## src/efbt_pkg.sv

```systemverilog
`timescale 1ns / 1ps

package efbt_pkg;

    // Field widths of one transaction
    localparam int SLOT_FIELD_W = 3;
    localparam int ANGLE_W      = 13;
    localparam int SPEED_W      = 16;
    localparam int RATE_W       = 14;
    localparam int TURN_W       = 24;
    localparam int POS_W        = 37;

    // Shared adder width: wide enough for the total position
    localparam int ALU_W = POS_W;

    // Stream widths
    localparam int IN_TDATA_W  = SLOT_FIELD_W + ANGLE_W + SPEED_W;
    localparam int OUT_FIELD_W = 3 * RATE_W + TURN_W + POS_W + SPEED_W;
    localparam int OUT_TDATA_W = ((OUT_FIELD_W + 7) / 8) * 8;
    localparam int OUT_PAD_W   = OUT_TDATA_W - OUT_FIELD_W;

    // Default configuration
    localparam int DEF_MOTOR_SLOTS     = 5;
    localparam int DEF_WINDOW_LEN      = 5;
    localparam int DEF_COUNTS_PER_TURN = 8192;
    localparam int DEF_TRIGGER_RATIO   = 36;

    typedef enum logic
    {
        ALU_ADD,
        ALU_SUB
    } alu_op_t;

    typedef enum logic [3:0]
    {
        ST_IDLE,
        ST_DIFF,
        ST_WRAP,
        ST_TURN,
        ST_SUB_OLD,
        ST_ADD_NEW,
        ST_ABS,
        ST_DIV,
        ST_NEG,
        ST_MUL,
        ST_POS_ANGLE,
        ST_POS_OFFSET,
        ST_OUT
    } efbt_state_t;

endpackage

```

## src/efbt_alu.sv

```systemverilog
`timescale 1ns / 1ps

module efbt_alu import efbt_pkg::*;
(
    input  alu_op_t                  op,
    input  logic signed [ALU_W-1:0]  a,
    input  logic signed [ALU_W-1:0]  b,
    output logic signed [ALU_W-1:0]  y
);

    // Add or subtract the two operands
    always_comb
    begin
        case (op)
            ALU_ADD: y = a + b;
            ALU_SUB: y = a - b;
            default: y = a + b;
        endcase
    end

endmodule

```

## src/efbt_hist_ram.sv

```systemverilog
`timescale 1ns / 1ps

module efbt_hist_ram import efbt_pkg::*;
#(
    parameter int ADDR_W = 6,
    parameter int DATA_W = RATE_W
)
(
    input  logic              clk,
    input  logic              rst_n,
    input  logic              rd_en,
    input  logic [ADDR_W-1:0] rd_addr,
    output logic [DATA_W-1:0] rd_data,
    input  logic              wr_en,
    input  logic [ADDR_W-1:0] wr_addr,
    input  logic [DATA_W-1:0] wr_data
);

    localparam int DEPTH = 2 ** ADDR_W;

    logic [DATA_W-1:0] mem [DEPTH];
    logic [DEPTH-1:0]  valid_reg;
    logic [DATA_W-1:0] rd_data_reg;

    // Write the entry
    always_ff @(posedge clk)
    begin
        if (wr_en)
        begin
            mem[wr_addr] <= wr_data;
        end
    end

    // Mark written entries; a cleared entry reads as zero
    always_ff @(posedge clk or negedge rst_n)
    begin
        if (!rst_n)
        begin
            valid_reg <= '0;
        end
        else if (wr_en)
        begin
            valid_reg[wr_addr] <= 1'b1;
        end
    end

    // Registered read
    always_ff @(posedge clk)
    begin
        if (rd_en)
        begin
            rd_data_reg <= valid_reg[rd_addr] ? mem[rd_addr] : '0;
        end
    end

    assign rd_data = rd_data_reg;

endmodule

```

## src/encoder_feedback_tracker_core.sv

```systemverilog
`timescale 1ns / 1ps

// Channel   Direction  Group                     Content
// s_axis    in         s_tvalid/s_tready/s_tdata motor_slot, angle_raw, speed_word
//                      s_tuser                   is_trigger
// m_axis    out        m_tvalid/m_tready/m_tdata rates, turn count, position, speed
// cfg       in         cfg_we/cfg_wdata          encoder_offset
//
// One transaction in range runs from acceptance back to idle through these steps:
// the steps on the shared adder, one reciprocal-multiply divide pass per divisor
// (the trigger motor adds the gear ratio as a divisor), a multiply for the position,
// the load of the output register and the return to idle. An out-of-range slot is
// taken while idle and gives no result.
// Reset clears all per-slot tracking state and the offset at once; history
// entries read as zero until written. A stalled result waits in the output
// register; the block takes the next item as soon as the result is loaded.

module encoder_feedback_tracker_core import efbt_pkg::*;
#(
    parameter int MOTOR_SLOTS     = DEF_MOTOR_SLOTS,
    parameter int WINDOW_LEN      = DEF_WINDOW_LEN,
    parameter int COUNTS_PER_TURN = DEF_COUNTS_PER_TURN,
    parameter int TRIGGER_RATIO   = DEF_TRIGGER_RATIO
)
(
    input  logic                   clk,
    input  logic                   rst_n,
    input  logic                   s_tvalid,
    output logic                   s_tready,
    // motor_slot [2:0], angle_raw [15:3], speed_word [31:16]
    input  logic [IN_TDATA_W-1:0]  s_tdata,
    // is_trigger [0]
    input  logic                   s_tuser,
    output logic                   m_tvalid,
    input  logic                   m_tready,
    // raw_rate [13:0], filtered_rate [27:14], previous_filtered_rate [41:28],
    // turn_count [65:42], total_position [102:66], speed_echo [118:103], zero [119]
    output logic [OUT_TDATA_W-1:0] m_tdata,
    input  logic                   cfg_we,
    input  logic [ANGLE_W-1:0]     cfg_wdata
);

    localparam int SLOT_W   = (MOTOR_SLOTS > 1) ? $clog2(MOTOR_SLOTS) : 1;
    localparam int PTR_W    = (WINDOW_LEN > 1) ? $clog2(WINDOW_LEN) : 1;
    localparam int MAG_W    = $clog2(WINDOW_LEN * (2 ** (RATE_W - 1)) + 1);
    localparam int SUM_W    = MAG_W + 1;
    localparam int WIN_DW   = $clog2(WINDOW_LEN + 1);
    localparam int GEAR_DW  = $clog2(TRIGGER_RATIO + 1);
    localparam int WIN_SH   = MAG_W + WIN_DW;
    localparam int GEAR_SH  = MAG_W + GEAR_DW;
    localparam int WIN_RCP  = (2 ** WIN_SH + WINDOW_LEN - 1) / WINDOW_LEN;
    localparam int GEAR_RCP = (2 ** GEAR_SH + TRIGGER_RATIO - 1) / TRIGGER_RATIO;
    localparam int RCP_W    = $clog2(((WIN_RCP > GEAR_RCP) ? WIN_RCP : GEAR_RCP) + 1);
    localparam int QP_W     = MAG_W + RCP_W;
    localparam int CPT_W    = $clog2(COUNTS_PER_TURN + 1);
    localparam int PROD_W   = TURN_W + CPT_W + 1;

    localparam logic signed [ALU_W-1:0] HALF_S   = ALU_W'(COUNTS_PER_TURN / 2);
    localparam logic signed [ALU_W-1:0] CPT_S    = ALU_W'(COUNTS_PER_TURN);
    localparam logic signed [CPT_W:0]   CPT_MUL  = (CPT_W + 1)'(COUNTS_PER_TURN);

    efbt_state_t state_reg;
    efbt_state_t state_next;

    // Per-slot tracking state
    logic [ANGLE_W-1:0]       last_angle_reg [MOTOR_SLOTS];
    logic [TURN_W-1:0]        turns_reg      [MOTOR_SLOTS];
    logic [PTR_W-1:0]         ptr_reg        [MOTOR_SLOTS];
    logic signed [SUM_W-1:0]  sum_reg        [MOTOR_SLOTS];
    logic signed [RATE_W-1:0] lastf_reg      [MOTOR_SLOTS];

    logic [ANGLE_W-1:0]       offset_reg;

    // Item in work
    logic [SLOT_W-1:0]        slot_reg;
    logic [ANGLE_W-1:0]       angle_reg;
    logic [SPEED_W-1:0]       speed_reg;
    logic                     trig_reg;
    logic signed [ALU_W-1:0]  acc_reg;
    logic signed [RATE_W-1:0] rate_reg;
    logic signed [RATE_W-1:0] filt_reg;
    logic signed [RATE_W-1:0] prev_reg;
    logic                     up_reg;
    logic                     dn_reg;
    logic                     neg_reg;

    // Divider
    logic [MAG_W-1:0]         dvd_reg;
    logic [MAG_W-1:0]         quo_reg;
    logic                     pass_reg;
    logic [RCP_W-1:0]         rcp_sel;
    logic [QP_W-1:0]          quo_prod;
    logic [MAG_W-1:0]         quo_next;

    // Output register
    logic                     m_tvalid_reg;
    logic [OUT_TDATA_W-1:0]   m_tdata_reg;

    // Shared adder
    alu_op_t                  alu_op;
    logic signed [ALU_W-1:0]  alu_a;
    logic signed [ALU_W-1:0]  alu_b;
    logic signed [ALU_W-1:0]  alu_y;

    logic                     in_ok;
    logic                     in_acc;
    logic [SLOT_W-1:0]        in_slot;
    logic                     wrap_hi;
    logic                     wrap_lo;
    logic                     out_free;
    logic signed [PROD_W-1:0] prod;
    logic [RATE_W-1:0]        old_rate;
    logic [PTR_W-1:0]         cur_ptr;

    efbt_alu u_alu
    (
        .op (alu_op),
        .a  (alu_a),
        .b  (alu_b),
        .y  (alu_y)
    );

    efbt_hist_ram
    #(
        .ADDR_W (SLOT_W + PTR_W),
        .DATA_W (RATE_W)
    )
    u_hist
    (
        .clk     (clk),
        .rst_n   (rst_n),
        .rd_en   (in_acc),
        .rd_addr ({in_slot, ptr_reg[in_slot]}),
        .rd_data (old_rate),
        .wr_en   (state_reg == ST_ADD_NEW),
        .wr_addr ({slot_reg, cur_ptr}),
        .wr_data (rate_reg)
    );

    assign s_tready = (state_reg == ST_IDLE);
    assign in_ok    = (32'(s_tdata[SLOT_FIELD_W-1:0]) < MOTOR_SLOTS);
    assign in_acc   = s_tvalid && s_tready && in_ok;
    assign in_slot  = in_ok ? SLOT_W'(s_tdata[SLOT_FIELD_W-1:0]) : '0;
    assign cur_ptr  = ptr_reg[slot_reg];
    assign out_free = !m_tvalid_reg || m_tready;

    assign wrap_hi  = (acc_reg > HALF_S);
    assign wrap_lo  = (acc_reg < -HALF_S);

    // One divide pass: multiply the magnitude by the scaled reciprocal, keep the high bits
    assign rcp_sel  = pass_reg ? RCP_W'(GEAR_RCP) : RCP_W'(WIN_RCP);
    assign quo_prod = QP_W'(dvd_reg) * QP_W'(rcp_sel);
    assign quo_next = pass_reg ? MAG_W'(quo_prod >> GEAR_SH) : MAG_W'(quo_prod >> WIN_SH);

    assign prod = $signed(turns_reg[slot_reg]) * CPT_MUL;

    // Sequence the steps and steer the shared adder
    always_comb
    begin
        state_next = state_reg;
        alu_op     = ALU_ADD;
        alu_a      = acc_reg;
        alu_b      = '0;
        case (state_reg)
            ST_IDLE:
            begin
                if (in_acc)
                begin
                    state_next = ST_DIFF;
                end
            end
            ST_DIFF:
            begin
                alu_op     = ALU_SUB;
                alu_a      = ALU_W'(angle_reg);
                alu_b      = ALU_W'(last_angle_reg[slot_reg]);
                state_next = ST_WRAP;
            end
            ST_WRAP:
            begin
                alu_op     = wrap_hi ? ALU_SUB : ALU_ADD;
                alu_b      = (wrap_hi || wrap_lo) ? CPT_S : '0;
                state_next = ST_TURN;
            end
            ST_TURN:
            begin
                alu_op     = dn_reg ? ALU_SUB : ALU_ADD;
                alu_a      = ALU_W'(turns_reg[slot_reg]);
                alu_b      = ALU_W'(up_reg || dn_reg);
                state_next = ST_SUB_OLD;
            end
            ST_SUB_OLD:
            begin
                alu_op     = ALU_SUB;
                alu_a      = ALU_W'(sum_reg[slot_reg]);
                alu_b      = ALU_W'($signed(old_rate));
                state_next = ST_ADD_NEW;
            end
            ST_ADD_NEW:
            begin
                alu_b      = ALU_W'(rate_reg);
                state_next = ST_ABS;
            end
            ST_ABS:
            begin
                alu_op     = neg_reg ? ALU_SUB : ALU_ADD;
                alu_a      = '0;
                alu_b      = acc_reg;
                state_next = ST_DIV;
            end
            ST_DIV:
            begin
                if (pass_reg || !trig_reg)
                begin
                    state_next = ST_NEG;
                end
            end
            ST_NEG:
            begin
                alu_op     = neg_reg ? ALU_SUB : ALU_ADD;
                alu_a      = '0;
                alu_b      = ALU_W'(quo_reg);
                state_next = ST_MUL;
            end
            ST_MUL:
            begin
                state_next = ST_POS_ANGLE;
            end
            ST_POS_ANGLE:
            begin
                alu_b      = ALU_W'(angle_reg);
                state_next = ST_POS_OFFSET;
            end
            ST_POS_OFFSET:
            begin
                alu_op     = ALU_SUB;
                alu_b      = ALU_W'(offset_reg);
                state_next = ST_OUT;
            end
            ST_OUT:
            begin
                if (out_free)
                begin
                    state_next = ST_IDLE;
                end
            end
            default:
            begin
                state_next = ST_IDLE;
            end
        endcase
    end

    // State register
    always_ff @(posedge clk or negedge rst_n)
    begin
        if (!rst_n)
        begin
            state_reg <= ST_IDLE;
        end
        else
        begin
            state_reg <= state_next;
        end
    end

    // Hold the offset written over the configuration port
    always_ff @(posedge clk or negedge rst_n)
    begin
        if (!rst_n)
        begin
            offset_reg <= '0;
        end
        else if (cfg_we)
        begin
            offset_reg <= cfg_wdata;
        end
    end

    // Per-slot state: update as the steps complete
    always_ff @(posedge clk or negedge rst_n)
    begin
        if (!rst_n)
        begin
            for (int i = 0; i < MOTOR_SLOTS; i++)
            begin
                last_angle_reg[i] <= '0;
                turns_reg[i]      <= '0;
                ptr_reg[i]        <= '0;
                sum_reg[i]        <= '0;
                lastf_reg[i]      <= '0;
            end
        end
        else
        begin
            case (state_reg)
                ST_TURN:
                begin
                    turns_reg[slot_reg] <= TURN_W'(alu_y);
                end
                ST_ADD_NEW:
                begin
                    sum_reg[slot_reg]        <= SUM_W'(alu_y);
                    last_angle_reg[slot_reg] <= angle_reg;
                    ptr_reg[slot_reg]        <= (cur_ptr == PTR_W'(WINDOW_LEN - 1)) ?
                                                '0 : cur_ptr + 1'b1;
                end
                ST_NEG:
                begin
                    lastf_reg[slot_reg] <= RATE_W'(alu_y);
                end
                default:
                begin
                end
            endcase
        end
    end

    // Working registers of the item in flight
    always_ff @(posedge clk)
    begin
        case (state_reg)
            ST_IDLE:
            begin
                if (in_acc)
                begin
                    slot_reg  <= in_slot;
                    angle_reg <= s_tdata[SLOT_FIELD_W +: ANGLE_W];
                    speed_reg <= s_tdata[SLOT_FIELD_W + ANGLE_W +: SPEED_W];
                    trig_reg  <= s_tuser;
                end
            end
            ST_DIFF:
            begin
                acc_reg <= alu_y;
            end
            ST_WRAP:
            begin
                rate_reg <= RATE_W'(alu_y);
                up_reg   <= wrap_lo;
                dn_reg   <= wrap_hi;
            end
            ST_SUB_OLD:
            begin
                acc_reg <= alu_y;
            end
            ST_ADD_NEW:
            begin
                acc_reg <= alu_y;
                neg_reg <= alu_y[ALU_W-1];
            end
            ST_ABS:
            begin
                dvd_reg  <= MAG_W'(alu_y);
                pass_reg <= 1'b0;
            end
            ST_DIV:
            begin
                // the magnitude path makes the quotient truncate toward zero
                quo_reg <= quo_next;
                if (!pass_reg && trig_reg)
                begin
                    // second pass divides the window mean by the gear ratio
                    dvd_reg  <= quo_next;
                    pass_reg <= 1'b1;
                end
            end
            ST_NEG:
            begin
                filt_reg <= RATE_W'(alu_y);
                prev_reg <= lastf_reg[slot_reg];
            end
            ST_MUL:
            begin
                acc_reg <= ALU_W'(prod);
            end
            ST_POS_ANGLE:
            begin
                acc_reg <= alu_y;
            end
            ST_POS_OFFSET:
            begin
                acc_reg <= alu_y;
            end
            default:
            begin
            end
        endcase
    end

    // Output register: load the result, drop valid once taken
    always_ff @(posedge clk or negedge rst_n)
    begin
        if (!rst_n)
        begin
            m_tvalid_reg <= 1'b0;
        end
        else if (state_reg == ST_OUT && out_free)
        begin
            m_tvalid_reg <= 1'b1;
        end
        else if (m_tready)
        begin
            m_tvalid_reg <= 1'b0;
        end
    end

    always_ff @(posedge clk)
    begin
        if (state_reg == ST_OUT && out_free)
        begin
            m_tdata_reg <= {OUT_PAD_W'(0), speed_reg, POS_W'(acc_reg),
                            turns_reg[slot_reg], prev_reg, filt_reg, rate_reg};
        end
    end

    assign m_tvalid = m_tvalid_reg;
    assign m_tdata  = m_tdata_reg;

endmodule

```

## config.mk

```make
export PLATFORM = sky130hd
export DESIGN_NAME = encoder_feedback_tracker_core
export DESIGN_NICKNAME = d
export VERILOG_FILES = /design/src/efbt_pkg.sv /design/src/efbt_alu.sv /design/src/efbt_hist_ram.sv /design/src/encoder_feedback_tracker_core.sv
export SDC_FILE = /design/constraint.sdc
export NUM_CORES = 2
export LEC_CHECK = 0
export BUFFER_PORTS_ARGS = -buffer_cell sky130_fd_sc_hd__buf_2
export CELL_PAD_IN_SITES_DETAIL_PLACEMENT = 2
export CELL_PAD_IN_SITES_GLOBAL_PLACEMENT = 2
export CORE_AREA = 10 10 374 376
export DETAILED_ROUTE_END_ITERATION = 6
export DIE_AREA = 0 0 384 386
export PLACE_DENSITY_LB_ADDON = 0.1
export SLEW_MARGIN = 20
export SYNTH_ARGS = -nofsm -noshare
export SYNTH_HDL_FRONTEND = slang
export SYNTH_SLANG_ARGS = --single-unit
```

## constraint.sdc

```tcl
create_clock -name clk -period 21 [get_ports clk]
set_input_delay 2.1 -clock clk [delete_from_list [all_inputs] [get_ports clk]]
set_output_delay 2.1 -clock clk [all_outputs]
set_load 0.01 [all_outputs]
```

==> summary.md <==
| Metric | Value |
|---|---|
| # clock sinks | `1252` |
| Initial antenna violation count | `15` |
| RD Place Congestion | `0.890` |
| Crit Reg-Reg Endpoint | `quo_reg[10]$_DFFE_PP_` |
| Worst-path clk slew | `0.06 ns` |
| R2r startpoint | `pass_reg$_DFFE_PP_` |
| Hold Crit Start | `filt_reg[9]$_DFFE_PN_` |
| Die Y | `386 µm` |
| Critical path class | `flop to flop` |
| Startpoint types | `flop` |
| Min-Delay Path Class | `flop to flop` |
| Synthesized flop and latch total | `1252` |
| Routed Antenna Nets | `0` |
| DP HPWL | `143 mm` |
| Hold buffers post-CTS | `0` |
| CP Capture Type | `flop` |
| Syn Inst Count | `5113` |
| Asr flop ratio synth | `33.0%` |
| First drt pass iteration count | `5` |
| Synth unique cells | `89` |
| Via/cell ratio | `6.20` |
| Cell depth of the worst setup path | `23` |
| Worst path buffer plus inverter count | `5` |
| Family with the most delay on the worst path | `adder cells` |
| Layout cells sized above 1 | `14.7%` |
| DRT iter0 DRCs | `4215` |
| Max incr delay on CP | `0.55 ns` |
| Overall Global Routing Usage | `30.2%` |
| Top cell by count, worst path | `fa_1` |
| Total negative setup slack | `0 ns` |
| CTS Buf Count | `139` |
| Worst-Skew Late Latency | `0.81 ns` |
| WHS | `0.418 ns` |
| Slew @ Worst Pin | `1.11 ns` |
| Site Rows | `134` |
| Post_cts resized | `0` |
| I/O Buffers | `171` |
| Min Clock Period, post-route | `8.16 ns` |
| Syn Area/Cell | `11.8 µm²` |
| Cell Chain, Critical Path | `buf_4 > inv_1 > buf_4 > nor2_1 > or2_2 > ha_1 > fa_1 > fa_1 > inv_1 > fa_1 > fa_1 > inv_1 > fa_1 > ha_1 > a21o_1 > a21oi_1 > o211ai_1 > a221oi_1 > nor3_1 > o41ai_1 > o21bai_1 > xnor2_1 > mux2i_1` |
| Layout area overhead | `12.6%` |
| Hold Violations, Final | `0` |
| Via Count | `44100` |
| Hold Path End | `m_tdata[23]$_DFFE_PP_` |
| Final Cycle Share | `38.8%` |
| Largest net degree at the start of global routing | `164` |
| Max Slew Vio Count | `0` |
| Register area share after synthesis | `58.8%` |
| FILL cells | `12900` |
| WL per Instance | `31.7 µm` |
| Synth Warn # | `0` |
| Clock buffer depth | `3` |
| First-pass GRT wire length | `334 mm` |
| Hold-critical path depth | `0` |
| Setup violators final | `0` |
| Clock Skew | `0.0312 ns` |
| Total wire length | `226 mm` |
| R2r setup slk | `12.84 ns` |
| Total gr overflow | `0` |
| Setup Fix Bufs, Post-CTS | `0` |
| Root Buffer | `clkbuf_16` |
| Top fanout value on the critical path | `47` |
| H-tree depth | `4` |
| Leading register cell type out of synthesis | `edfxtp_1` |
| Status | `completed` |
| Max Freq | `0.123 GHz` |
| Die width | `384 µm` |
| Die area | `0.148 mm²` |
| Mapped cell area | `0.0605 mm²` |
| Final nets | `5595` |
| Post-route DRC | `0` |
| Largest register FFs | `560` |
| RSZ-0062 raised after global routing | `false` |
| Rel. slew slack | `25.7%` |
| Req. time, crit path | `21.53 ns` |
| Maxcap violations | `0` |
| Core Footprint | `0.133 mm²` |
| I/O pins | `173` |
| CTS tree | `done` |
| CP Data Arrival Time | `8.69 ns` |
| Worst R2R Path Depth | `23` |
| Initial core utilization | `45.6%` |
| CP max-delay cell | `fa_1` |
| Post-synth EDFFs | `839` |
| Vias in the first global route | `48700` |
==> routing by layer <==
metal | vias up | share of wire [%] | wire [µm] | track usage, %
met1 | 23500 | 42 | 95300 | 40.9
met2 | 1599 | 47 | 106000 | 48.6
met5 | - | 0.025 | 56 | 0
li1 | 18600 | - | - | -
met3 | 438 | 7.2 | 16200 | 5.80
met4 | 8 | 3.4 | 7730 | 10.3
==> Yosys cell counts, types with 8 or more instances <==
master,instances,share of area (%)
buf_2,66,0.55
nand2b_1,18,0.19
o22ai_1,32,0.33
nor2b_1,28,0.29
a22oi_1,47,0.58
o221ai_1,8,0.12
a311oi_1,81,1.2
edfxtp_1,839,42
nand2_1,957,5.9
a21o_1,26,0.32
nand3_1,226,1.9
or2_2,61,0.63
ha_1,182,3.8
o211ai_1,22,0.27
a21oi_1,133,1.1
xor2_1,31,0.45
nor2_1,201,1.2
nor4_1,23,0.24
or3_1,11,0.11
o21ai_0,350,2.9
a31oi_1,37,0.38
a221oi_1,30,0.43
dfrtp_1,413,17
o31ai_1,16,0.20
o21a_1,8,0.099
nand4_1,12,0.12
and3_1,80,0.83
a22o_1,25,0.36
buf_1,35,0.22
mux4_2,34,1.3
fa_1,137,4.5
xnor2_1,37,0.54
a211oi_1,29,0.36
a311o_1,9,0.15
nor3_1,35,0.29
and2_1,10,0.10
inv_1,211,1.3
clkbuf_1,216,1.3
mux2_2,126,2.3
a211o_1,13,0.19
mux2i_1,134,2.2
==> worst max-delay path by stage <==
stage                             startpoint                     to  slack, ns
after floorplan           pass_reg$_DFFE_PP_  quo_reg[10]$_DFFE_PP_      14.22
after global placement    pass_reg$_DFFE_PP_  quo_reg[10]$_DFFE_PP_      13.34
after detailed placement  pass_reg$_DFFE_PP_  dvd_reg[13]$_DFFE_PP_      12.97
after CTS                 pass_reg$_DFFE_PP_  quo_reg[10]$_DFFE_PP_      12.87
after global routing      pass_reg$_DFFE_PP_  quo_reg[10]$_DFFE_PP_      12.29
final                     pass_reg$_DFFE_PP_  quo_reg[10]$_DFFE_PP_      12.84
==> worst register-to-register path, delay by kind of cell, from the launching register on <==
family	cells	cell delay, ns
AND/OR/NAND/NOR	3	0.79
flip-flops	1	0.34
adder cells (fa/ha/maj)	7	3.09
XOR/XNOR	1	0.34
AO/OA/AOI/OAI	6	1.87
buffers and inverters	5	1.29
multiplexers	1	0.14
==> kinds of logic (layout without fill, tap and decap cells) <==
| family | count (synthesis) | count (layout) | share of synthesized area (%) |
|---|---|---|---|
| XOR/XNOR | 68 | 68 | 0.985 |
| flip-flops | 1252 | 1252 | 58.8 |
| AND/OR/NAND/NOR | 1695 | 1695 | 12.3 |
| adder cells (fa/ha/maj) | 319 | 319 | 8.30 |
| other | 2 | 14 | 0.0124 |
| multiplexers | 294 | 294 | 5.83 |
| buffers and inverters | 546 | 767 | 3.66 |
| AO/OA/AOI/OAI | 937 | 937 | 10.1 |
==> metrics by stage <==
step                      utilization [%]  instances  worst slack, ns  cell area [µm²]
after floorplan                         -       5122            14.22            60500
after global placement               47.8       6852            13.34            63300
after detailed placement             47.8       6852            12.97            63300
after CTS                            51.3       7111            12.87            68100
after global routing                 51.3       7111            12.29            68100
final                                51.4       7114            12.84            68100
==> area by class of cell <==
type	instances	area, µm²	share of cell area, %
clock buffers	202	4060	5.97
multi-input cells	3324	23000	33.8
well taps	1768	2210	3.25
diodes	3	7.51	0.0110
inverters	214	803	1.18
flip-flops and latches	1252	35500	52.2
repair buffers	294	1830	2.69
clock inverters	57	663	0.974
==> placed cells by master, fill, tap and decap left out, types with 47 or more instances in the layout <==
cell type / instances
nand2_1: 954
buf_2: 170
and3_1: 77
fa_1: 137
mux2_2: 126
edfxtp_1: 839
nand3_1: 219
dfrtp_1: 413
inv_1: 210
clkbuf_16: 145
ha_1: 182
buf_4: 118
or2_2: 61
nor2_1: 197
o21ai_0: 349
a21oi_1: 133
a22oi_1: 47
mux2i_1: 134
a311oi_1: 81
Power is left out: the tool's default activity adds up to more than one toggle a clock period on the data nets, which glitch-free logic cannot reach.
